==> src/hdl/csht_pkg.sv <==
// ----------------------------------------------------------------------------
// csht_pkg
// types, codes and defaults shared by the chained hash table modules
// ----------------------------------------------------------------------------
package csht_pkg;

  localparam int unsigned LOG2_SLOTS_DEF  = 6;
  localparam int unsigned KEY_WIDTH_DEF   = 64;
  localparam int unsigned VALUE_WIDTH_DEF = 64;

  typedef enum logic [1:0] {
    OP_LOOKUP = 2'd0,
    OP_INSERT = 2'd1,
    OP_CLEAR  = 2'd2,
    OP_NOP    = 2'd3
  } op_e;

  typedef enum logic [1:0] {
    ST_OK     = 2'd0,
    ST_MISS   = 2'd1,
    ST_FULL   = 2'd2,
    ST_NOFREE = 2'd3
  } status_e;

  typedef struct packed {
    logic [1:0]  opcode;
    logic [63:0] key_bits;
    logic [31:0] key_hash;
    logic [63:0] insert_value;
  } req_t;

  typedef struct packed {
    logic [1:0]  status;
    logic [63:0] read_value;
    logic [5:0]  slot_index;
  } rsp_t;

  typedef enum logic [3:0] {
    S_IDLE,
    S_LK_RD,
    S_LK_CHK,
    S_IN_CHK,
    S_SCAN_RD,
    S_SCAN_CHK,
    S_HOME_RD,
    S_PRED_RD,
    S_PRED_CHK,
    S_MOVE,
    S_WRITE,
    S_CLEAR,
    S_DONE
  } bk_state_e;

endpackage

==> src/hdl/csht_front.sv <==
// ----------------------------------------------------------------------------
// csht_front
// accepts request beats, masks their fields to width and places them in a two-entry queue
// ----------------------------------------------------------------------------
module csht_front import csht_pkg::*; #(
  parameter int unsigned LOG2_SLOTS  = LOG2_SLOTS_DEF,
  parameter int unsigned KEY_WIDTH   = KEY_WIDTH_DEF,
  parameter int unsigned VALUE_WIDTH = VALUE_WIDTH_DEF
) (
  input  logic                   clk_i,
  input  logic                   rst_ni,
  input  logic                   start_i,
  input  req_t                   req_i,
  output logic                   busy_o,
  // queue head toward the back part
  output logic                   q_valid_o,
  output logic [1:0]             q_op_o,
  output logic [KEY_WIDTH-1:0]   q_key_o,
  output logic [LOG2_SLOTS-1:0]  q_home_o,
  output logic [VALUE_WIDTH-1:0] q_val_o,
  input  logic                   q_pop_i
);
  localparam int unsigned EW = 2 + KEY_WIDTH + LOG2_SLOTS + VALUE_WIDTH;

  logic [EW-1:0] mem_q [2];
  logic          wp_q, rp_q;
  logic [1:0]    cnt_q;
  logic          push;
  logic [EW-1:0] entry;

  // one item in flight at a time, the queue decouples front from back timing
  assign busy_o = (cnt_q != 2'd0) || q_pop_i;
  assign push   = start_i && !busy_o;
  assign entry  = {req_i.opcode, req_i.key_bits[KEY_WIDTH-1:0],
                   req_i.key_hash[LOG2_SLOTS-1:0], req_i.insert_value[VALUE_WIDTH-1:0]};

  // queue pointers
  always_ff @(posedge clk_i or negedge rst_ni) begin
    if (!rst_ni) begin
      wp_q  <= 1'b0;
      rp_q  <= 1'b0;
      cnt_q <= 2'd0;
    end else begin
      if (push) wp_q <= ~wp_q;
      if (q_pop_i) rp_q <= ~rp_q;
      cnt_q <= cnt_q + {1'b0, push} - {1'b0, q_pop_i};
    end
  end

  // queue storage
  always_ff @(posedge clk_i) begin
    if (push) mem_q[wp_q] <= entry;
  end

  assign q_valid_o = (cnt_q != 2'd0);
  assign {q_op_o, q_key_o, q_home_o, q_val_o} = mem_q[rp_q];
endmodule

==> config.mk <==
export PLATFORM = sky130hd
export DESIGN_NAME = csht_front
export DESIGN_NICKNAME = d
export VERILOG_FILES = /design/src/hdl/csht_pkg.sv /design/src/hdl/csht_front.sv
export SDC_FILE = /design/constraint.sdc
export NUM_CORES = 1
export LEC_CHECK = 0
export CORE_UTILIZATION = 56
export CTS_CLUSTER_DIAMETER = 100
export DETAILED_ROUTE_END_ITERATION = 8
export DONT_BUFFER_PORTS = 1
export PLACE_DENSITY_LB_ADDON = 0.15
export SYNTH_ARGS = -nofsm -noshare
export SYNTH_HDL_FRONTEND = slang
export SYNTH_SLANG_ARGS = --single-unit
==> constraint.sdc <==
create_clock -name clk_i -period 7.85 [get_ports clk_i]
set_clock_uncertainty 0.15 [all_clocks]
set_input_delay 0.3925 -clock clk_i [delete_from_list [all_inputs] [get_ports clk_i]]
set_output_delay 0.3925 -clock clk_i [all_outputs]
set_load 0.02 [all_outputs]
Word-level counts from Yosys, hierarchy flattened
Memory sizes are Yosys's and may differ from the RTL's.
Index checks and enable logic that the tools add are counted.
{ "word_totals": {"in_bits": 166, "regBits": 4, "ram_bits": 272, "n_memories": 1, "wordCells": 14} }
{ "op_classes": {"reduce_logical": 4, "n_bitwise": 2, "add_sub_neg": 2, "muxes": 2} }
{ "mem_list": {"columns": ["memory", "words", "width", "read_ports", "rd_clocked_by_memory_dff", "wr", "line_no", "text"], "rows": [
  ["mem_q", 2, 136, 1, 0, 1, "csht_front.sv:25", "logic [EW-1:0] mem_q [2];"]
]} }
{ "ops": {"columns": ["operator", "n"], "rows": [
  ["2-bit by 1-bit adder with 2-bit output", 1],
  ["1-bit two-way mux", 2],
  ["1-bit NOT", 2],
  ["2-bit nonzero test", 1],
  ["2-bit by 1-bit subtractor with 2-bit output", 1],
  ["1-bit logical AND", 1],
  ["1-bit zero test", 1],
  ["1-bit logical OR", 1]
]} }

Longest topological paths before layout
Gate-level depths: netlist (run 1).
{ "logic_depth": {"word_depth": 6, "depth_mapped": 3} }

Worst setup path before layout (run 1)
Ideal clock, no wire load.
{ "synth_timing": {"kind": "flip-flop to flip-flop", "start": "register cnt_q[0]", "end": "memory mem_q[0][0] in the netlist's numbering, enable pin", "stages_incl_launch_ff": 3, "t_arrival_ns": 6.739, "period_less_slack_ns": 7.539, "setup_slack_ns": 0.311, "setup_ns": 0.649, "path_cell_list": "dfrtp_1 > nor4b_4 > nor2b_1"} }
{ "synth_via": {"elab_chain_len": 6} }
{ "synth_rtl": {"columns": ["item", "line_no", "text"], "rows": [
  ["start: declaration", "csht_front.sv:27", "logic [1:0] cnt_q;"],
  ["start signal: assignment", "csht_front.sv:46", "cnt_q <= cnt_q + {1'b0, push} - {1'b0, q_pop_i};"],
  ["2-bit nonzero test", "csht_front.sv:32", "assign busy_o = (cnt_q != 2'd0) || q_pop_i;"],
  ["1-bit logical OR", "csht_front.sv:32", null],
  ["1-bit zero test", "csht_front.sv:33", "assign push = start_i && !busy_o;"],
  ["1-bit logical AND", "csht_front.sv:33", null],
  ["1-bit two-way mux", "csht_front.sv:52", "if (push) mem_q[wp_q] <= entry;"],
  ["1-bit two-way mux (not written as such)", "csht_front.sv:52", null],
  ["end: declaration", "csht_front.sv:25", null]
]} }
Every way passes these cells.

Final worst setup path (run 1)
{ "layout_timing": {"start": "register rp_q", "end": "output port q_val_o[29]"} }
{ "layout_via": {"elab_chain_len": 1} }
{ "layout_rtl": {"columns": ["item", "line_no", "text"], "rows": [
  ["start: declaration", "csht_front.sv:26", "logic wp_q, rp_q;"],
  ["start signal: assignment", "csht_front.sv:45", "if (q_pop_i) rp_q <= ~rp_q;"],
  ["memory read 2 x 136 bit", null, null],
  ["end: declaration", "csht_front.sv:20", "output logic [VALUE_WIDTH-1:0] q_val_o,"]
]} }
Every way passes these cells.

==> summary.md, run 1 <==
| Metric | Value |
|---|---|
| I/O Pins | 304 |
| H-tree depth | 1 |
| Antenna Violating Nets Remaining | 0 |
| CTS tree | built |
| Unique masters post-synth | 15 |
| Share of cells above drive strength 1 | 0.286 |
| HPWL reported at the end of detailed placement | 10.6 mm |
| Commonest non-fill, non-tap cell in the layout | edfxtp_1 |
| F_max | 0.291 GHz |
| Worst hold path type | primary input to register |
| Syn nets | 606 |
| Longest Clk Path Bufs | 3 |
| Diodes inserted | 0 |
| Post-synthesis mux area share | 0.152 |
| Synth Area in Compound Gates | 0.000496 |
| Power Density | 307 nW/µm² |
| Critical Path AT | 2.89 ns |
| DRT Wirelength | 17.9 mm |
| Worst-margin pin slew | 1.10 ns |
| Area occupied by multi-input gates | 1640 µm² |
| Clock power frac | 0.306 |
| Worst-path maximum fanout | 76 |
| Synthesized flop and latch total | 276 |
| Router iterations before antenna repair | 6 |
| Reg power frac | 0.469 |
| Die area | 18600 µm² |
| Max Cap Viol | 0 |
| Cell Area, Synth | 10100 µm² |
| Hold_ws | 0.0312 ns |
| Mapped Cells | 440 |
| Die H | 136 µm |
| Area grow syn2layout | 23.1% |
| Vias in the first global route | 4861 |
| Iteration-0 DRC Markers | 147 |
| Pin count of the biggest net entering global routing | 84 |
| Post-CTS sizing | 0 |
| Xor and xnor area share after synthesis | 0.00260 |
| Status | finished clean |
| Required time worst endpoint | 7.31 ns |
| Final Wtd Congestion | 0.714 |
| Period Utilization, post-route | 0.438 |
| Slew Viols, Final | 0 |
| Sequential share of the synthesized area | 0.819 |
| Total CTS buffers | 27 |
| Switching Fraction | 0.287 |
| Post-Synth Adder-Cell Area | 0 |
| DR vias/cell | 5.44 |
| Total number of vias | 4583 |
| Post-Synth Simple-Gate Area | 0.00706 |
| Core ar. | 17500 µm² |
| Die Width | 136 µm |
| Largest family of logic cells by synthesized area | multiplexers |
| # nets final | 764 |
| Setup TNS | 0 ns |
| Clk pin slew, worst setup/hold paths | 0.06 ns |
| Number of remaining DRC errors | 0 |
| Avg Synthesized Cell Area | 22.9 µm² |
| Dpl cell area | 10200 µm² |
| Clock period minus worst slack | 3.43 ns |
| Final Setup Violations | 0 |
| Relative slew margins | 0.266 |
| Int Pwr | 2.72 mW |
| Worst reg2reg setup slack | 4.84 ns |
| Sw Pwr | 1.10 mW |
| Worst Setup Start Kind | register |
| Worst IR drop on VDD | 0.215 mV |
| Clock Latency Late Sink | 0.51 ns |
| Initial antenna violation count | 0 |
| Setup repair after global routing missed its margin | false |
| Sequential cell area | 8270 µm² |
| CTS sink cnt | 276 |
| Crit. End Element | output pin |
| Initial Util | 0.578 |
| First-pass GRT wire length | 26.3 mm |
| CTS Root Cell | clkbuf_16 |
| Power share of the combinational group | 0.224 |
| PortBufs | 0 |
| WS Path Type | register to output pin |
| Most frequent cells in the layout | edfxtp_1 (272), dlygate4sd3_1 (140), mux2_2 (136) |
| Drt wl/cell | 21.3 µm |
| Grt total ovfl | 0 |
| Yosys warns | 0 |
| Fill cells | 1022 |
| Core Rows | 48 |
| Fin area | 12400 µm² |
| Total GRT Usage | 0.189 |
| Final hold violation count | 0 |
| Leakage | 4.07 nW |
## synthesized netlist by cell type (all sizes together)
cell type  number  area [µm²]
xor2            2        17.5
dfrtp           4         100
clkbuf         10         138
mux2          136        1530
buf             5        56.3
nor4b           1        23.8
nor2            1        3.75
xnor2           1        8.76
a21oi           1        5.00
or3             1        6.26
nor2b           1        6.26
edfxtp        272        8170
or2             1        6.26
and2            2        12.5
nand2b          2        12.5
## cells by family (layout without fill, tap and decap cells)
| group | Yosys count | count (layout) |
|---|---|---|
| DFF | 276 | 276 |
| muxes | 136 | 136 |
| buffers and inverters | 15 | 193 |
| and+or+nand+nor | 9 | 9 |
| xor gates and xnor gates | 3 | 3 |
| AOI/OAI and AO/OA | 1 | 1 |
## critical path: stages, from the launching register on
cell and delay, ns:
dfrtp_4 0.95, buf_4 0.88, mux2_2 0.50
## power by group through the flow
| stage | Sequential [mW] | Clock (mW) | Combinational, mW |
|---|---|---|---|
| floorplan | 1.77 | 0 | 0.822 |
| global placement | 1.82 | 0 | 0.789 |
| detailed placement | 1.83 | 0 | 0.793 |
| CTS | 1.80 | 1.19 | 0.864 |
| global route | 1.81 | 1.25 | 0.895 |
| finish | 1.79 | 1.17 | 0.856 |
## per-stage QoR
step           power, mW   util  instances  setup slack, ns
2_1_floorplan       2.59      -        440            0.311
3_3_place_gp        2.61  0.585        654             4.86
3_5_place_dp        2.62  0.585        654             4.80
4_1_cts             3.85  0.711        843             4.34
5_1_grt             3.96  0.711        843             4.21
6_report            3.82  0.711        843             4.42
## path summary, 6_finish.rpt
check / from / end / depth (start not counted)
max: rp_q / q_val_o[29] / 2
min: start_i / wp_q / 2
max reg2reg: cnt_q[0] / mem_q[0][34] / 3
min reg2reg: wp_q / wp_q / 1
max in group asynchronous: rst_ni / rp_q / 2
min in group asynchronous: rst_ni / rp_q / 2
## layer usage
metal,vias up,share of wire,routed length [µm],track usage
li1,2066,-,-,-
met4,0,0.027,488,0.0673
met5,-,0,0,0
met3,33,0.098,1770,0.0667
met1,2270,0.35,6320,0.213
met2,214,0.52,9360,0.329
## what timing repair did
action | 4_1_cts | 5_1_grt
endpoints found under the hold margin | 280 | 0
setup buffers | 0 | 0
hold buffers | 140 | 0
## state kept, by name (all words and copies together) (netlist names)
name / cells
mem_q: 272
cnt_q: 2
rp_q: 1
wp_q: 1
## cell type report
class,instances,share of cell area
sequential,276,0.665
multi-input combinational,149,0.132
timing repair buffer,144,0.115
clock buffer,44,0.0603
tap,225,0.0226
clock inverter,5,0.00423
Power figures use the tool's default switching activity.
==> inputs of run 2 (changes only) <==
--- a/config.mk
+++ b/config.mk
@@ -5,7 +5,7 @@
 export SDC_FILE = /design/constraint.sdc
 export NUM_CORES = 1
 export LEC_CHECK = 0
-export CORE_UTILIZATION = 56
+export CORE_UTILIZATION = 62
 export CTS_CLUSTER_DIAMETER = 100
 export DETAILED_ROUTE_END_ITERATION = 8
 export DONT_BUFFER_PORTS = 1
==> constraint.sdc (replaced) <==
create_clock -name clk_i -period 3.17 [get_ports clk_i]
set_clock_uncertainty 0.15 [all_clocks]
set_input_delay 0.1585 -clock clk_i [delete_from_list [all_inputs] [get_ports clk_i]]
set_output_delay 0.1585 -clock clk_i [all_outputs]
set_load 0.02 [all_outputs]
==> run 2 against run 1 <==
  * The run now fails in clock tree synthesis
  * Area after synthesis did not move
  * Synthesized cell count is the same
==> summary.md, run 2 <==
| Metric | Value |
|---|---|
| Status | stopped before the end |
| Failed at | clock tree synthesis |
| Err | [ERROR RSZ-0060] Max buffer count reached. |
| Synthesized flop and latch total | 276 (unchanged) |
| List of most frequent post-synthesis cells | edfxtp_1 (272), mux2_2 (136), clkbuf_8 (10) |
| Most common cell in the synthesized netlist | edfxtp_1 |
| Initial Util | 0.636 (+0.0579) |
| PortBufs | 0 (unchanged) |
| Core Rows | 46 (-4.2%) |
| CTS sink cnt | 276 (unchanged) |
| Cell Area, Synth | 10100 µm² (unchanged) |
| Number of enable flip-flop cells after synthesis | 272 (unchanged) |
| Syn nets | 606 (unchanged) |
| # Post-CTS Setup Buffers | 0 (unchanged) |
| Die Width | 130 µm (-4.9%) |
| Main synth FF type | edfxtp_1 |
| Top post-synthesis cells by area | edfxtp_1 (81%), mux2_2 (15%), clkbuf_8 (1.4%), dfrtp_1 (0.99%), buf_6 (0.56%) |
| Post-CTS sizing | 0 (unchanged) |
| Mapped Cells | 440 (unchanged) |
| Yosys warns | 0 (unchanged) |
| Die H | 130 µm (-4.9%) |
| Dpl cell area | 10300 µm² (+0.75%) |
| Longest Clk Path Bufs | 3 (unchanged) |
| Sequential share of the synthesized area | 0.819 (unchanged) |
| HPWL reported at the end of detailed placement | 10.8 mm (+1.8%) |
| H-tree depth | 1 (unchanged) |
| Total CTS buffers | 27 (unchanged) |
| Final Wtd Congestion | 0.717 (+0.42%) |
| Leading area contributor after synthesis | edfxtp_1 |
| Post-synth ARST share | 0.0145 (unchanged) |
| Unique masters post-synth | 15 (unchanged) |
| I/O Pins | 304 (unchanged) |
| Yosys top cell area share | 0.809 (unchanged) |
| Avg Synthesized Cell Area | 22.9 µm² (unchanged) |
| CTS Root Cell | clkbuf_16 |
| # hold bufs at CTS | 140 (unchanged) |
## run 2: cell counts after synthesis
Identical to the previous run, type by type.
## run 2: through the flow
| step | std cells | worst slack (ns) |
|---|---|---|
| 3_5_place_dp | 650 | 0.953 |
| 2_1_floorplan | 440 | -0.249 |
| 3_3_place_gp | 650 | 0.971 |
## run 2: cells by family after synthesis
kind of cell | after synthesis | share of synthesized area
AOI/OAI and AO/OA | 1 | 0.000495
muxes | 136 | 0.152
xor gates and xnor gates | 3 | 0.00260
buffers and inverters | 15 | 0.0192
and+or+nand+nor | 9 | 0.00706
DFF | 276 | 0.819
==> inputs of run 3 (changes only) <==
--- a/config.mk
+++ b/config.mk
@@ -5,8 +5,7 @@
 export SDC_FILE = /design/constraint.sdc
 export NUM_CORES = 1
 export LEC_CHECK = 0
-export CORE_UTILIZATION = 62
-export CTS_CLUSTER_DIAMETER = 100
+export CORE_UTILIZATION = 40
 export DETAILED_ROUTE_END_ITERATION = 8
 export DONT_BUFFER_PORTS = 1
 export PLACE_DENSITY_LB_ADDON = 0.15
==> run 3 against run 2 <==
  * The flow now finishes without violations
==> summary.md, run 3 (same netlist as run 1, synthesis figures left out) <==
| Metric | Value |
|---|---|
| Status | finished clean |
| Clock Latency Late Sink | 0.52 ns |
| Clock period minus worst slack | 2.53 ns |
| CTS tree | built |
| Total GRT Usage | 0.143 |
| Relative slew margins | 0.474 |
| Final Non-Filler Cells | 947 |
| Core ar. | 24500 µm² |
| CP Cell Sequence | buf_12 > mux2_2 |
| Setup repair after global routing missed its margin | false |
| Router iterations before antenna repair | 4 |
| Placed Instances | 756 (+16%) |
| Int Pwr | 7.11 mW |
| Commonest non-fill, non-tap cell in the layout | edfxtp_1 |
| Top reg by flops | mem_q |
| Worst-margin pin slew | 0.789 ns |
| Number of remaining DRC errors | 0 |
| Max Cap Viol | 0 |
| Antenna Violating Nets Remaining | 0 |
| Most frequent cells in the layout | edfxtp_1 (272), dlygate4sd3_1 (140), mux2_2 (136) |
| Iteration-0 DRC Markers | 211 |
| Sw Pwr | 2.83 mW |
| Min-delay src | req_i[98] |
| Largest stage delay, worst path | 0.94 ns |
| Period Utilization, post-route | 0.798 |
| Area grow syn2layout | 26.7% |
| I/O Pins | 304 (unchanged) |
| Die H | 161 µm (+24%) |
| Total CTS buffers | 28 (+3.7%) |
| Final hold violation count | 0 |
| H-tree depth | 1 (unchanged) |
| Post-CTS sizing | 0 (unchanged) |
| F_max | 0.395 GHz |
| Power Density | 777 nW/µm² |
| Total number of vias | 4610 |
| Switching Fraction | 0.285 |
| Worst hold path type | primary input to register |
| Clk pin slew, worst setup/hold paths | 0.06 ns |
| DRT Wirelength | 18.7 mm |
| First-pass GRT wire length | 28.8 mm |
| Leakage | 4.17 nW |
| Critical Path AT | 2.22 ns |
| Drt wl/cell | 19.8 µm |
| CTS Root Cell | clkbuf_16 |
| Slew Viols, Final | 0 |
| Worst Setup Start Kind | register |
| Slowest stage cell, crit path | dfrtp_4 |
| Max FFs per register | 272 |
| Clock power frac | 0.329 |
| HPWL reported at the end of detailed placement | 11.6 mm (+7.5%) |
| Worst IR drop on VDD | 0.519 mV |
| Share of cells above drive strength 1 | 0.302 |
| Reg-to-reg startpoint | cnt_q[0] |
| Diodes inserted | 0 |
| Required time worst endpoint | 2.86 ns |
| Grt total ovfl | 0 |
| Longest Clk Path Bufs | 3 (unchanged) |
| Core Rows | 57 (+24%) |
| Vias in the first global route | 5079 |
| Final Setup Violations | 0 |
| # nets final | 768 |
| CTS sink cnt | 276 (unchanged) |
| Pin count of the biggest net entering global routing | 69 |
| Die Width | 161 µm (+24%) |
| Dpl ws | 0.926 ns (-0.0269 ns) |
| Worst-path maximum fanout | 51 |
| Crit. End Element | output pin |
| Power share of the combinational group | 0.225 |
| CP startpoint | rp_q |
| PortBufs | 0 (unchanged) |
| Reg power frac | 0.446 |
| Initial Util | 0.412 (-0.224) |
| WS Path Type | register to output pin |
| Biggest regs | mem_q: 272 flops, cnt_q: 2 flops |
| Die area | 25900 µm² |
| DR vias/cell | 4.87 |
| Initial antenna violation count | 0 |
| Setup ws final | 0.641 ns |
| Final Wtd Congestion | 0.693 (-3.4%) |
| Setup TNS | 0 ns |
-- run 3: area by class of cell --
| class | instances | area [µm²] |
|---|---|---|
| Multi-Input combinational cell | 149 | 1640 |
| Fill cell | 1962 | 11700 |
| Tap cell | 324 | 405 |
| Clock inverter | 19 | 191 |
| Timing Repair Buffer | 147 | 1540 |
| Clock buffer | 32 | 737 |
| Sequential cell | 276 | 8270 |
-- run 3: per-stage QoR --
step           hold slack [ns]  total power [mW]  instance area, µm²  utilization
3_3_place_gp            -0.287              6.60               10500        0.426
4_1_cts                 0.0833              10.1               12800        0.521
3_5_place_dp            -0.287              6.62               10500        0.426
2_1_floorplan           -0.287              6.40               10100            -
6_report                 0.119              9.93               12800        0.521
5_1_grt                 0.0999              10.3               12800        0.521
-- run 3: path summary, 6_finish.rpt --
path | endpoint | slack, ns | cells after the start
hold reg to reg | wp_q | 0.40 | 1
min in group asynchronous | cnt_q[1] | 0.32 | 2
setup reg to reg | mem_q[1][61] | 0.95 | 3
setup / recovery | q_key_o[8] | 0.64 | 2
max in group asynchronous | rp_q | 2.34 | 2
hold / removal | mem_q[0][72] | 0.12 | 1
-- run 3: layer usage --
layer  vias to the layer above  global-route usage  wire, µm
li1                       2086                   -         -
met1                      2283               0.167      7250
met2                       201               0.237      8930
met3                        40              0.0545      1850
met4                         0              0.0570       680
met5                         -                   0         0
-- run 3: power by group through the flow --
stage                     Combinational, mW  Clock (mW)  Sequential, mW
after detailed placement               2.10           0            4.52
final                                  2.23        3.27            4.43
after floorplan                        2.04           0            4.36
after global routing                   2.35        3.51            4.46
after global placement                 2.10           0            4.50
after CTS                              2.28        3.38            4.44
-- run 3: repair_timing --
item	4_1_cts	5_1_grt
endpoints found under the setup margin	0	0
setup buffers	0	0
endpoints found under the hold margin	280	0
hold buffers	140	0
-- run 3: critical path: cells and delay by family (launching register included) --
kind,cells,cell delay [ns]
buf+inv,1,0.29
flops,1,0.94
mux,1,0.44
==> inputs of run 4 (changes only) <==
==> constraint.sdc (replaced) <==
create_clock -name clk_i -period 2.1 [get_ports clk_i]
set_clock_uncertainty 0.15 [all_clocks]
set_input_delay 0.105 -clock clk_i [delete_from_list [all_inputs] [get_ports clk_i]]
set_output_delay 0.105 -clock clk_i [all_outputs]
set_load 0.02 [all_outputs]
==> run 4 against run 3 <==
  * Clock power rose by 39%
  * Global-route usage barely moved
  * Power rose by 49%
  * First-iteration DRC count fell by 29%
  * Register-to-register slack got worse by 0.78 ns
  * Critical path depth did not move
  * Cell count rose by 0.42%
==> summary.md, run 4 (same netlist as run 1, synthesis figures left out) <==
| Metric | Value |
|---|---|
| Status | finished clean |
| Most frequent cells in the layout | edfxtp_1 (272), dlygate4sd3_1 (140), mux2_2 (134) |
| Router iterations before antenna repair | 4 (unchanged) |
| Area grow syn2layout | 27.7% |
| Final Setup Violations | 0 (unchanged) |
| WS Path Type | register to output pin |
| Clock period minus worst slack | 2.08 ns |
| Antenna Violating Nets Remaining | 0 (unchanged) |
| Largest stage delay, worst path | 0.55 ns (-0.39 ns) |
| CP Cell Sequence | buf_16 > mux2_2 |
| First-pass GRT wire length | 28.4 mm (-1.2%) |
| DRT Wirelength | 19.0 mm (+1.4%) |
| Final Wtd Congestion | 0.687 (-0.87%) |
| Setup ws final | 0.0205 ns (-0.620 ns) |
| I/O Pins | 304 (unchanged) |
| Core ar. | 24500 µm² (unchanged) |
| Worst-path maximum fanout | 40 (-22%) |
| # nets final | 776 (+1.0%) |
| Core Rows | 57 (unchanged) |
| Worst IR drop on VDD | 0.704 mV (+36%) |
| Max Cap Viol | 0 (unchanged) |
| Iteration-0 DRC Markers | 149 (-29%) |
| Total number of vias | 4590 (-0.43%) |
| CTS sink cnt | 276 (unchanged) |
| Die H | 161 µm (unchanged) |
| Initial antenna violation count | 0 (unchanged) |
| Relative slew margins | 0.798 (+0.324) |
| PortBufs | 0 (unchanged) |
| Number of remaining DRC errors | 0 (unchanged) |
| Worst hold path type | primary input to register |
| Fill cells | 1931 (-1.6%) |
| Setup repair after global routing missed its margin | true |
| DR top layer | met4 |
| Power Density | 1150 nW/µm² (+48%) |
| Critical Path AT | 1.82 ns (-0.40 ns) |
| Final hold violation count | 0 (unchanged) |
| Worst Setup Start Kind | register |
| F_max | 0.481 GHz |
| # Post-CTS Setup Buffers | 0 (unchanged) |
| CP Buf/Inv Count | 1 (unchanged) |
| Drt wl/cell | 19.9 µm (+0.96%) |
| Slowest stage cell, crit path | dfrtp_4 |
| DR WL met3 | 1.65 mm (-11%) |
| Share of cells above drive strength 1 | 0.313 (+0.0108) |
| Period Utilization, post-route | 0.990 |
| Grt total ovfl | 0 (unchanged) |
| Total power | 14.8 mW (+49%) |
| CTS Root Cell | clkbuf_16 |
| Total CTS buffers | 28 (unchanged) |
| H-tree depth | 1 (unchanged) |
| Dpl ws | 0.166 ns (-0.761 ns) |
| Crit. End Element | output pin |
| Total GRT Usage | 0.143 (+0.000423) |
| Leakage | 4.23 nW (+1.3%) |
| Die area | 25900 µm² (unchanged) |
| Longest Clk Path Bufs | 3 (unchanged) |
| Commonest non-fill, non-tap cell in the layout | edfxtp_1 |
| Critical path's top delay family | flip-flops |
| DR WL met2 | 9.81 mm (+9.8%) |
| Initial Util | 0.412 (unchanged) |
| DR vias/cell | 4.83 (-0.85%) |
| Diodes inserted | 0 (unchanged) |
| HPWL reported at the end of detailed placement | 11.7 mm (+0.40%) |
| Top reg by flops | mem_q |
| Clock Latency Late Sink | 0.53 ns (about the same) |
| Pin count of the biggest net entering global routing | 58 (-16%) |
| Die Width | 161 µm (unchanged) |
| Biggest regs | mem_q: 272 flops, cnt_q: 2 flops |
| Required time worst endpoint | 1.85 ns (-1.01 ns) |
| Max FFs per register | 272 (unchanged) |
| Vias in the first global route | 5014 (-1.3%) |
| Core Util, Final | 0.526 (+0.00428) |
| Dpl cell area | 10600 µm² (+1.0%) |
| CTS tree | built |
| Slew Viols, Final | 0 (unchanged) |
| Worst-margin pin slew | 0.301 ns (-0.488 ns) |
| Fin area | 12900 µm² (+0.82%) |
| Met1 WL | 7.14 mm (-1.5%) |
| Clk pin slew, worst setup/hold paths | 0.06 ns (about the same) |
[run 4: worst register-to-register path, cell delays in order (launching register included)]
cell     delay [ns]
dfrtp_1        0.43
nor4b_4        0.36
nor2b_4        0.27
buf_12         0.21
buf_12         0.20
[run 4: where the power goes]
group / internal (mW) / switching, mW / leakage (nW) / total [mW]
clock network: 2.66 / 1.90 / 0.422 / 4.55
logic: 1.48 / 2.24 / 1.31 / 3.72
registers: 6.38 / 0.137 / 2.50 / 6.52
[run 4: layout make-up]
cell class	count	area, µm²	share of cell area
Multi-Input combinational cell	149	1650	0.128
Clock inverter	17	143	0.0111
Timing Repair Buffer	155	1720	0.133
Clock buffer	30	708	0.0549
Sequential cell	276	8270	0.641
Tap cell	324	405	0.0314
[run 4: worst paths after layout]
kind                       startpoint            to  slack, ns  depth (start not counted)
max in group asynchronous      rst_ni          rp_q       1.28                          2
setup reg to reg             cnt_q[0]  mem_q[0][25]       0.17                          4
min in group asynchronous      rst_ni      cnt_q[1]       0.30                          2
setup / recovery                 rp_q   q_val_o[59]       0.02                          2
hold reg to reg                  wp_q          wp_q       0.40                          1
hold / removal             req_i[118]  mem_q[0][92]       0.07                          1
[run 4: routing by layer]
metal | GRT usage | up-vias
met4 | 0.0437 | 0
met3 | 0.0493 | 35
met5 | 0 | -
met1 | 0.163 | 2270
li1 | - | 2095
met2 | 0.253 | 190
[run 4: metrics by stage]
step | std cells | TNS, ns | hold WS [ns]
global route | 951 | -2.16 | 0.0420
CTS | 950 | -1.29 | 0.0307
global placement | 762 | 0 | -0.340
detailed placement | 762 | 0 | -0.340
finish | 951 | 0 | 0.0679
floorplan | 440 | -308.46 | -0.341
[run 4: what timing repair did]
item                                    in CTS  in global routing
cloned                                       1                  1
resized for setup                            3                  2
endpoints found under the setup margin      79                 68
hold endpoints to repair                   339                  0
hold buffers                               140                  0
